--- src/rtl/pist_fifo.sv ---
// short queue between front and back end
module pist_fifo #(
  parameter int W     = 8,
  parameter int DEPTH = 2
) (
  input  logic         clk,
  input  logic         rst_n,
  input  logic         wr_valid,
  output logic         wr_ready,
  input  logic [W-1:0] wr_data,
  output logic         rd_valid,
  input  logic         rd_ready,
  output logic [W-1:0] rd_data
);
  localparam int PW = (DEPTH > 1) ? $clog2(DEPTH) : 1;
  localparam int CW = $clog2(DEPTH + 1);

  logic [W-1:0]  mem_r [DEPTH];
  logic [PW-1:0] wptr_r, rptr_r;
  logic [CW-1:0] cnt_r;
  logic          do_wr, do_rd;

  assign wr_ready = (cnt_r != CW'(DEPTH));
  assign rd_valid = (cnt_r != '0);
  assign rd_data  = mem_r[rptr_r];
  assign do_wr    = wr_valid && wr_ready;
  assign do_rd    = rd_valid && rd_ready;

  always_ff @(posedge clk) begin
    if (!rst_n) begin
      wptr_r <= '0;
      rptr_r <= '0;
      cnt_r  <= '0;
    end else begin
      if (do_wr) begin
        wptr_r <= (wptr_r == PW'(DEPTH - 1)) ? '0 : wptr_r + PW'(1);
      end
      if (do_rd) begin
        rptr_r <= (rptr_r == PW'(DEPTH - 1)) ? '0 : rptr_r + PW'(1);
      end
      if (do_wr && !do_rd) begin
        cnt_r <= cnt_r + CW'(1);
      end else if (do_rd && !do_wr) begin
        cnt_r <= cnt_r - CW'(1);
      end
    end
  end

  always_ff @(posedge clk) begin
    if (do_wr) begin
      mem_r[wptr_r] <= wr_data;
    end
  end

endmodule

--- config.mk ---
export PLATFORM = sky130hd
export DESIGN_NAME = pist_fifo
export DESIGN_NICKNAME = d
export VERILOG_FILES = /design/src/rtl/pist_fifo.sv
export SDC_FILE = /design/constraint.sdc
export NUM_CORES = 1
export LEC_CHECK = 0
export BUFFER_PORTS_ARGS = -buffer_cell sky130_fd_sc_hd__buf_2
export CORE_UTILIZATION = 35
export DETAILED_ROUTE_END_ITERATION = 7
export PLACE_DENSITY = 0.53
export SYNTH_ARGS = -nofsm -noshare
export SYNTH_HDL_FRONTEND = slang
export SYNTH_SLANG_ARGS = --single-unit
--- constraint.sdc ---
create_clock -name clk -period 3.2 [get_ports clk]
set_input_delay 0.32 -clock clk [delete_from_list [all_inputs] [get_ports clk]]
set_output_delay 0.32 -clock clk [all_outputs]
set_load 0.05 [all_outputs]
Word level (Yosys, flattened, before mapping). Memories as Yosys holds them, arrays and structs flattened. A register that Yosys moved wholly into a read port is not among the register bits. Cells that the tools add are included.

Add/sub/neg operators: 4. Eq/ne operators: 1. $lt $le $gt $ge: 0. Div/mod/pow operators: 0. Reduce and logical (&&, ||, !) cells: 8. Bitwise operators: 0. Shift operators: 0. Mux-type cells: 8. $mul: 0.

Operators by type and width (number): 1-bit 2-to-1 mux (6); 1-bit logical AND (4); 2-bit 2-to-1 mux (2); 2-bit nonzero test (2); 1-bit adder (second input constant) (2); 2-bit by 1-bit adder with 2-bit output (second input constant) (1); 1-bit zero test (2); 2-bit != test (second input constant) (1); 2-bit by 1-bit subtractor with 2-bit output (second input constant) (1).

Memory bits (read-only): 0. Memories: 1. RAM bits: 16. Bits of input ports: 12. Output and inout bits: 10. Bits in registers: 4. Logic and storage cells: 25. Bits in latches: 0.

Memories: mem_r (words 2, bits a word 8, rd ports 1, clocked after memory_dff 1, write ports 1, line 18) `logic [W-1:0] mem_r [DEPTH];`.

Longest topological paths before layout. Gate-level depths: netlist of the first run.

Word-level depth: 6. Gate-level depth with buffers: 6. Mapped depth without buffers: 6.

Worst setup path after synthesis of the first run. Ideal clock, no wire load.

Kind: register to register. From: reg cnt_r[0]. To: reg cnt_r[1]. Required time: 3.130 ns. Cell stages (with the launch flop): 6. Setup time: 0.070 ns. Arrival: 1.529 ns. Setup slack: 1.602 ns. Cell sequence: dfxtp_1 > nand2b_4 > and2_1 > ha_1 > or3_1 > a21oi_1.

Cells in the longest elaborated chain, start to end: 5.

Ends and longest elaborated chain: start: declaration (line 20) `logic [CW-1:0] cnt_r;`; start signal: assignment (line 42) `cnt_r <= cnt_r + CW'(1);`; start signal: assignment (line 44) `cnt_r <= cnt_r - CW'(1);`; 2-bit != test * (line 23) `assign wr_ready = (cnt_r != CW'(DEPTH));`; via wr_ready (line 9) `output logic wr_ready,`; 1-bit logical AND * (line 26) `assign do_wr = wr_valid && wr_ready;`; 1-bit zero test (line 43) `end else if (do_rd && !do_wr) begin`; 1-bit logical AND (line 43); 2-bit nonzero test (no line).

Mark *: on every way through the listed nets, which the timed path passes. The rest lies on a longest branch. The select of a mux whose other input is x is not followed. A chain may end at the register's enable or synchronous reset.

==> flow_summary.toml, run 1 <==
[run_status]
status = "complete, no violations"

[cells_and_area]
final_core_util_pct = 44.37
syn_to_final_growth_pct = 20.09
nFillCells = 219
nNetsFinal = 88
drive_gt1_share_pct = 48.65
stdcell_area_sq_um = 972.2
diodes = 0

[critical_path]
cpPeakStageDelay_ps = 560
rr_endpoint = "cnt_r[1]"
path_cells = "mux2_2 -> buf_2"
path_delay_family = "flip-flops"
worstSetupEndpointType = "primary output"
critPathArrivalTime_ps = 1440
crit_type = "reg2out"
cp-start-kind = "flop"
reg2regPathDepth = 4
worst-path-buf-inv = 1
cp.required_ps = 2880
r2r-start = "cnt_r[0]"
crit_fanout = 8
rrSetupSlack_ps = 1610
slowest_stage = "dfxtp_1"

[pwr]
clkPwrFrac_pct = 14.1
netSwitchingFraction_pct = 40.53
p_leak_nw = 0.3899
switchingPower_w = 0.0003453
vdd_drop_max_mv = 0.4330
p_comb_share_pct = 41.1
p_int_w = 0.0005066
p_seq_share_pct = 44.9
p_per_area_nw_per_um2 = 876.3

[grt]
grt_pass1_vias = 446
grt_max_degree = 13
antenna_found_initial = 0
grt_pass1_wl_um = 1938
grt_usage_pct = 10.92
grt_overflow_total = 0

[synth]
synthFlopType = "edfxtp_1"
synth-seq-cells = 21
synth.area.top_cells = "edfxtp_1, dfxtp_1, mux2_2"
synth_nets = 63
syn_avg_cell_area_sq_um = 16.19
yosysTopAreaCell = "edfxtp_1"
synth_commonest_cells = "edfxtp_1, mux2_2, dfxtp_1, nor2_1, xor2_1"
synth.distinct_cells = 17
synth.most_common_cell = "edfxtp_1"
syn_area_sq_um = 809.5
yosys_warnings = 0
async_reset_ff_share_pct = 0
synth_top_area_share_pct = 59.35
synth_edf_count = 16
synth_cells = 50
synth_seq_area_share_pct = 71.72

[die]
pin_count = 22
die_h_um = 50.09
fp.dieW_um = 50.09
core_sq_um = 2191
rows = 17
die-area_sq_um = 2509
initial_core_util_pct = 36.95

[drt]
wl_met2_um = 544
drc = 0
drt-initial-drc-count = 1
top_layer = "met4"
wl_met3_um = 53
wl_per_cell_um = 11.30
ant_nets = 0
vias = 448
wl_met1_um = 545
dr.pass1.iters = 2
wl_um = 1153
via_per_inst = 4.392

[placed_design]
dp_slack_ps = 1642
hpwl_um = 808.9
gp_congestion = 0.6848
portBuffers = 21
placed_area_sq_um = 944.7

[clocking]
cts_resized = 0
clock_sinks = 21
cts_tree = "done"
postCtsSetupRepairBufs = 0
cts-buffers-inserted = 3
path_clk_slew_ps = 110
htree_levels = 1
cts-root-buf = "clkbuf_4"
insertion_delay_ps = 290
ctsHoldBuffers = 0
clk_path_buf_depth = 2

[sta]
final_max_slew_viol_count = 0
finalSetupTns_ps = 0
period_share_pct = 54.94
slew_headroom_pct = 75.11
hold_viol_final = 0
period_needed_ps = 1758
setup_viol = 0
max_freq_ghz = 0.5688
grt_setup_unrepaired = "false"
finalClockSkew_ps = 6.975
worst_slew_pin_slew_ps = 373.3
fin_ws_ps = 1442

[hold_path]
hold_path.class = "in2reg"
hold_end = "mem_r[0][1]"
hold_start = "wr_data[1]"
hold_depth = 1

[run]
drv_cap = 0
flip-flops by register name, indices dropped and copies added (netlist names), named ones only:
register / flops
mem_r: 16
cnt_r: 2
wptr_r: 1
rptr_r: 1
how the worst max path moves through the flow:
stage,cells after the start,slack (ps),start,to
2_1_floorplan,5,1600,cnt_r[0],cnt_r[1]
3_3_place_gp,5,1690,cnt_r[0],cnt_r[1]
3_5_place_dp,5,1640,cnt_r[0],cnt_r[1]
4_1_cts,2,1380,flop,rd_data[5]
5_1_grt,2,1340,flop,rd_data[5]
6_report,2,1440,flop,rd_data[4]
cell type report:
| class | count | area, sq um | share of cell area [%] |
|---|---|---|---|
| timing repair buffer | 21 | 105.1 | 10.81 |
| clock inverter | 1 | 5.005 | 0.5148 |
| sequential | 21 | 580.6 | 59.72 |
| tap | 28 | 35.03 | 3.604 |
| multi-input combinational | 26 | 216.5 | 22.27 |
| inverter | 2 | 7.507 | 0.7722 |
| clock buffer | 3 | 22.52 | 2.317 |
through the flow:
stage	hold WS (ps)	power, W	instances
after global routing	181.9	0.0009048	102
after CTS	199.9	0.0008642	102
after detailed placement	492.2	0.0007431	98
final	206.9	0.0008519	102
after floorplan	418.9	0.0006740	50
after global placement	499.9	0.0007380	98
layout by cell type (no fill, tap or decap), types with 2 or more instances in the layout:
cell type	instances
a21oi_1	2
edfxtp_1	16
inv_1	2
buf_2	21
mux2_2	8
xor2_1	3
clkbuf_4	3
nor2_1	3
dfxtp_1	5
o21ai_0	2
power by group through the flow:
stage / Combinational [W] / Clock (W) / Sequential (W)
after floorplan: 0.000304 / 0 / 0.000370
after global placement: 0.000350 / 0 / 0.000388
after detailed placement: 0.000352 / 0 / 0.000391
after CTS: 0.000354 / 0.000127 / 0.000384
after global routing: 0.000374 / 0.000141 / 0.000390
final: 0.000350 / 0.000120 / 0.000382
cells by family (layout without fill, tap and decap cells):
| group | Yosys count | after routing | share of synthesized area (%) |
|---|---|---|---|
| and+or+nand+nor | 9 | 9 | 7.112 |
| xor gates and xnor gates | 3 | 3 | 3.246 |
| AOI/OAI and AO/OA | 5 | 5 | 3.710 |
| buffers and inverters | 3 | 27 | 1.545 |
| adders and majority gates | 1 | 1 | 1.545 |
| muxes | 8 | 8 | 11.13 |
| DFF | 21 | 21 | 71.72 |
per-layer routing:
metal | GRT usage [%] | vias to the layer above
li1 | - | 229
met5 | 0 | -
met2 | 16.89 | 11
met1 | 13.67 | 206
met4 | 7.143 | 0
met3 | 2.160 | 2
Note: power is estimated with default switching activity, not from simulation.
==> inputs of run 2 (changes only) <==
--- a/config.mk
+++ b/config.mk
@@ -8,7 +8,7 @@
 export BUFFER_PORTS_ARGS = -buffer_cell sky130_fd_sc_hd__buf_2
 export CORE_UTILIZATION = 35
 export DETAILED_ROUTE_END_ITERATION = 7
-export PLACE_DENSITY = 0.53
+export PLACE_DENSITY = 0.55
 export SYNTH_ARGS = -nofsm -noshare
 export SYNTH_HDL_FRONTEND = slang
 export SYNTH_SLANG_ARGS = --single-unit
==> constraint.sdc (replaced) <==
create_clock -name clk -period 1.6 [get_ports clk]
set_input_delay 0.16 -clock clk [delete_from_list [all_inputs] [get_ports clk]]
set_output_delay 0.16 -clock clk [all_outputs]
set_load 0.05 [all_outputs]
==> run 2 against run 1 <==
  * First-iteration DRC count is 100% higher
  * Sequential power increased by 100%
  * Register-to-register slack lost 1500 ps
  * Hold slack got worse by 150 ps
  * Critical path depth up 3
  * Total power up 100%
  * Clock skew shrank 3.3 ps
  * Count of clock-buffer cells in the layout increased by 1
  * Critical path type is now reg2reg
  * Largest cell class unchanged
==> flow_summary.toml, run 2 (synthesized netlist as in run 1, its figures left out) <==
[run_status]
status = "complete, no violations"

[grt]
grt_usage_pct = 10.56
grt_util_met2_pct = 16.67
grt_max_degree = 12
met3_usage_pct = 2.778
grt.met1_usage_pct = 12.40
grt_pass1_vias = 455
grt-busiest-layer = "met2"
antenna_found_initial = 0
grt_pass1_wl_um = 1856
grt_overflow_total = 0

[critical_path]
cp-start-kind = "flop"
critPathArrivalTime_ps = 1760
cp.required_ps = 1820
rr_endpoint = "cnt_r[1]"
rrSetupSlack_ps = 60
crit_type = "reg2reg"
path_delay_family = "simple AND/OR/NAND/NOR gates"
crit_start = "cnt_r[0]"
path_cells = "nand2b_4 -> and2_1 -> ha_1 -> or3_1 -> a21oi_2"
worst-path-buf-inv = 0
critical_path.endpoint = "cnt_r[1]"
cpPeakStageDelay_ps = 370
slowest_stage = "dfxtp_4"
crit_fanout = 5
r2r-start = "cnt_r[0]"
path_depth = 5
reg2regPathDepth = 5
worstSetupEndpointType = "flop"

[clocking]
clock_sinks = 21
cts-root-buf = "clkbuf_4"
postCtsSetupRepairBufs = 0
htree_levels = 1
insertion_delay_ps = 280
path_clk_slew_ps = 100
cts-buffers-inserted = 3
clk_path_buf_depth = 2
ctsHoldBuffers = 0
cts_tree = "done"

[pwr]
vdd_drop_max_mv = 1.010
p_per_area_nw_per_um2 = 1751
p_leak_nw = 0.3929

[sta]
finalSetupTns_ps = 0
grt_setup_unrepaired = "false"
hold_viol_final = 0
max_freq_ghz = 0.6511
period_share_pct = 95.99
fin_ws_ps = 64.11
period_needed_ps = 1536
final_max_slew_viol_count = 0
setup_viol = 0
worst_slew_pin_slew_ps = 376.4
finalClockSkew_ps = 3.700
slew_headroom_pct = 74.91

[drt]
via_per_inst = 4.369
drc = 0
ant_nets = 0
dr.pass1.iters = 3
vias = 450
drt-initial-drc-count = 2
wl_per_cell_um = 11.17
wl_um = 1151

[cells_and_area]
diodes = 0
syn_to_final_growth_pct = 22.10
final_common_cell = "buf_2"
drive_gt1_share_pct = 53.33
layout_common_cells = "buf_2, edfxtp_1, mux2_2"
final_cell_count_no_fill = 103
largest_register_ff_count = 16
nNetsFinal = 89
top_regs = "mem_r x16, cnt_r x2"
largest_register = "mem_r"

[placed_design]
gp_congestion = 0.6214
dp_slack_ps = 47.75
dp_cells = 99
hpwl_um = 835.5
portBuffers = 21

[die]
core_sq_um = 2191
initial_core_util_pct = 36.95
die_h_um = 50.09
pin_count = 22
fp.dieW_um = 50.09
rows = 17
die-area_sq_um = 2509

[hold_path]
hold_path.class = "in2reg"

[run]
drv_cap = 0
run 2: power breakdown:
part,switching (W),internal [W],total (W)
clock,0.000136,0.0000966,0.000232
sequential,0.0000713,0.000703,0.000775
combinational,0.000481,0.000243,0.000724
total,0.000688,0.00104,0.00173
run 2: how the worst min path moves through the flow:
stage,start,end,slack (ps),depth (start not counted)
after floorplan,wr_data[0],mem_r[0][0],260,0
after global placement,wr_data[5],mem_r[0][5],350,1
after detailed placement,wr_data[5],mem_r[0][5],350,1
after CTS,wr_data[5],mem_r[0][5],50,1
after global routing,wr_data[5],mem_r[0][5],30,1
final,wr_data[5],mem_r[0][5],60,1
run 2: timing repair:
action	CTS	global route
setup endpoints to repair	8	1
pin swaps	0	2
gates resized for setup	1	4
run 2: stage by stage:
step                      area (sq um)  hold WS, ps  util, %  total power, W
after floorplan                  809.5        258.9        -        0.001348
final                            988.4        57.92    45.12        0.001731
after CTS                        979.7        45.97    44.72        0.001735
after detailed placement         952.2        353.0    43.46        0.001493
after global placement           952.2        348.2    43.46        0.001488
after global routing             988.4        30.96    45.12        0.001836
run 2: area by class of cell:
type                       instances  area (sq um)
fill                             210          1202
sequential                        21         586.8
multi-input combinational         26         220.2
timing repair buffer              22         112.6
tap                               28         35.03
clock buffer                       4         26.28
inverter                           2         7.507
run 2: worst register-to-register path: stages, from the launching register on:
cell and delay (ps):
dfxtp_4 370, nand2b_4 150, and2_1 160, ha_1 310
or3_1 370, a21oi_2 120
run 2: layer usage:
layer	vias up	part of all wire [%]
met4	0	1.4
met2	15	48
met1	201	45
met5	-	0
li1	232	-
met3	2	5.5
==> inputs of run 3 (changes only) <==
--- a/config.mk
+++ b/config.mk
@@ -9,6 +9,7 @@
 export CORE_UTILIZATION = 35
 export DETAILED_ROUTE_END_ITERATION = 7
 export PLACE_DENSITY = 0.55
+export RECOVER_POWER = 50
 export SYNTH_ARGS = -nofsm -noshare
 export SYNTH_HDL_FRONTEND = slang
 export SYNTH_SLANG_ARGS = --single-unit
==> run 3 against run 2 <==
  * Sequential share of layout area rose by 0.23 points
  * First-iteration DRC count stayed put
  * Cell count unchanged
  * Clock power about the same
  * Routed wire length down 0.52%
  * Hold slack unchanged
  * Worst setup slack worse by 0.75 ps
  * Combinational power about the same
  * Non-clock buffer count stayed put
  * Critical path type unchanged
==> flow_summary.toml, run 3 (synthesized netlist as in run 1, its figures left out) <==
[run_status]
status = "complete, no violations"

[placed_design]
gp_congestion = 0.6214
dp_cells = 99
placed_area_sq_um = 952.2
hpwl_um = 835.5
dp_slack_ps = 47.75
portBuffers = 21

[cells_and_area]
diodes = 0
top_regs = "mem_r x16, cnt_r x2"
largest_register_ff_count = 16
syn_to_final_growth_pct = 21.64
final_common_cell = "buf_2"
final_cell_count_no_fill = 103
largest_register = "mem_r"
layout_common_cells = "buf_2, edfxtp_1, mux2_2, clkbuf_1"
stdcell_area_sq_um = 984.7
nNetsFinal = 89
drive_gt1_share_pct = 49.33

[pwr]
clkPwrFrac_pct = 13.4
p_per_area_nw_per_um2 = 1754
p_seq_share_pct = 44.8
p_leak_nw = 0.3860
netSwitchingFraction_pct = 39.81
finalPower_w = 0.001727
switchingPower_w = 0.0006877
vdd_drop_max_mv = 1.010
p_comb_share_pct = 41.7
p_int_w = 0.001040

[clocking]
insertion_delay_ps = 280
cts_tree = "done"
cts-root-buf = "clkbuf_4"
cts-buffers-inserted = 3
htree_levels = 1
clock_sinks = 21
clk_path_buf_depth = 2
path_clk_slew_ps = 100
ctsHoldBuffers = 0

[critical_path]
cpPeakStageDelay_ps = 370
worst-path-buf-inv = 0
path_delay_family = "simple AND/OR/NAND/NOR gates"
crit_type = "reg2reg"
worstSetupEndpointType = "flop"
crit_fanout = 5
slowest_stage = "dfxtp_4"
critPathArrivalTime_ps = 1760
cp.required_ps = 1820
path_cells = "nand2b_4 -> and2_1 -> ha_1 -> or3_1 -> a21oi_2"
cp-start-kind = "flop"

[grt]
grt_usage_pct = 10.56
grt_max_degree = 12
antenna_found_initial = 0
grt_pass1_vias = 455
grt_pass1_wl_um = 1856
grt_overflow_total = 0

[sta]
worst_slew_pin_slew_ps = 584.8
setup_viol = 0
slew_headroom_pct = 61.18
period_share_pct = 96.04
final_max_slew_viol_count = 0
period_needed_ps = 1537
finalClockSkew_ps = 3.700
grt_setup_unrepaired = "false"
hold_viol_final = 0
fin_ws_ps = 63.36
max_freq_ghz = 0.6508
finalSetupTns_ps = 0

[die]
rows = 17
fp.dieW_um = 50.09
die_h_um = 50.09
pin_count = 22
initial_core_util_pct = 36.95
die-area_sq_um = 2509
core_sq_um = 2191

[drt]
dr.pass1.iters = 3
wl_um = 1145
via_per_inst = 4.369
vias = 450
drt-initial-drc-count = 2
ant_nets = 0
drc = 0
wl_per_cell_um = 11.12

[run]
drv_cap = 0

[hold_path]
hold_path.class = "in2reg"
==> run 3: repair_timing <==
item / CTS / global route
setup buffers: 0 / 0
pin swaps: 0 / 2
endpoints found under the setup margin: 8 / 1
resized for setup: 1 / 4
==> run 3: layer usage <==
layer,global-route usage (%),vias to the layer above,wire (um)
met1,12.40,201,511
li1,-,232,-
met5,0,-,0
met3,2.778,2,61
met2,16.67,15,555
met4,7.143,0,16
==> run 3: worst reg2reg max path, delay by kind of cell (launching register included) <==
kind,cells,cell delay (ps)
simple gates,3,690
flops,1,370
compound gates,1,120
fa+ha+maj,1,310
==> run 3: path summary, 6_finish.rpt <==
| path | from | slack (ps) | cells after the start | endpoint |
|---|---|---|---|---|
| min | wr_data[5] | 60 | 1 | mem_r[0][5] |
| max reg2reg | cnt_r[0] | 60 | 5 | cnt_r[1] |
| min reg2reg | rptr_r | 510 | 2 | rptr_r |
| max | cnt_r[0] | 60 | 5 | cnt_r[1] |
==> run 3: area by class of cell <==
type	count	area [sq um]
clock buffers	4	26.28
inverters	2	7.507
flip-flops and latches	21	586.8
repair buffers	22	108.9
multi-input cells	26	220.2
fillers	212	1206
well taps	28	35.03
==> run 3: power by group through the flow <==
stage | logic (W) | registers, W | clock network (W)
global route | 0.000767 | 0.000791 | 0.000275
detailed placement | 0.000715 | 0.000778 | 0
floorplan | 0.000607 | 0.000741 | 0
CTS | 0.000721 | 0.000767 | 0.000247
finish | 0.000721 | 0.000775 | 0.000232
global placement | 0.000714 | 0.000775 | 0
==> run 3: through the flow <==
| step | util (%) | hold slack, ps |
|---|---|---|
| after CTS | 44.72 | 45.97 |
| final | 44.95 | 57.92 |
| after detailed placement | 43.46 | 353.0 |
| after global placement | 43.46 | 348.2 |
| after floorplan | - | 258.9 |
| after global routing | 44.95 | 30.96 |
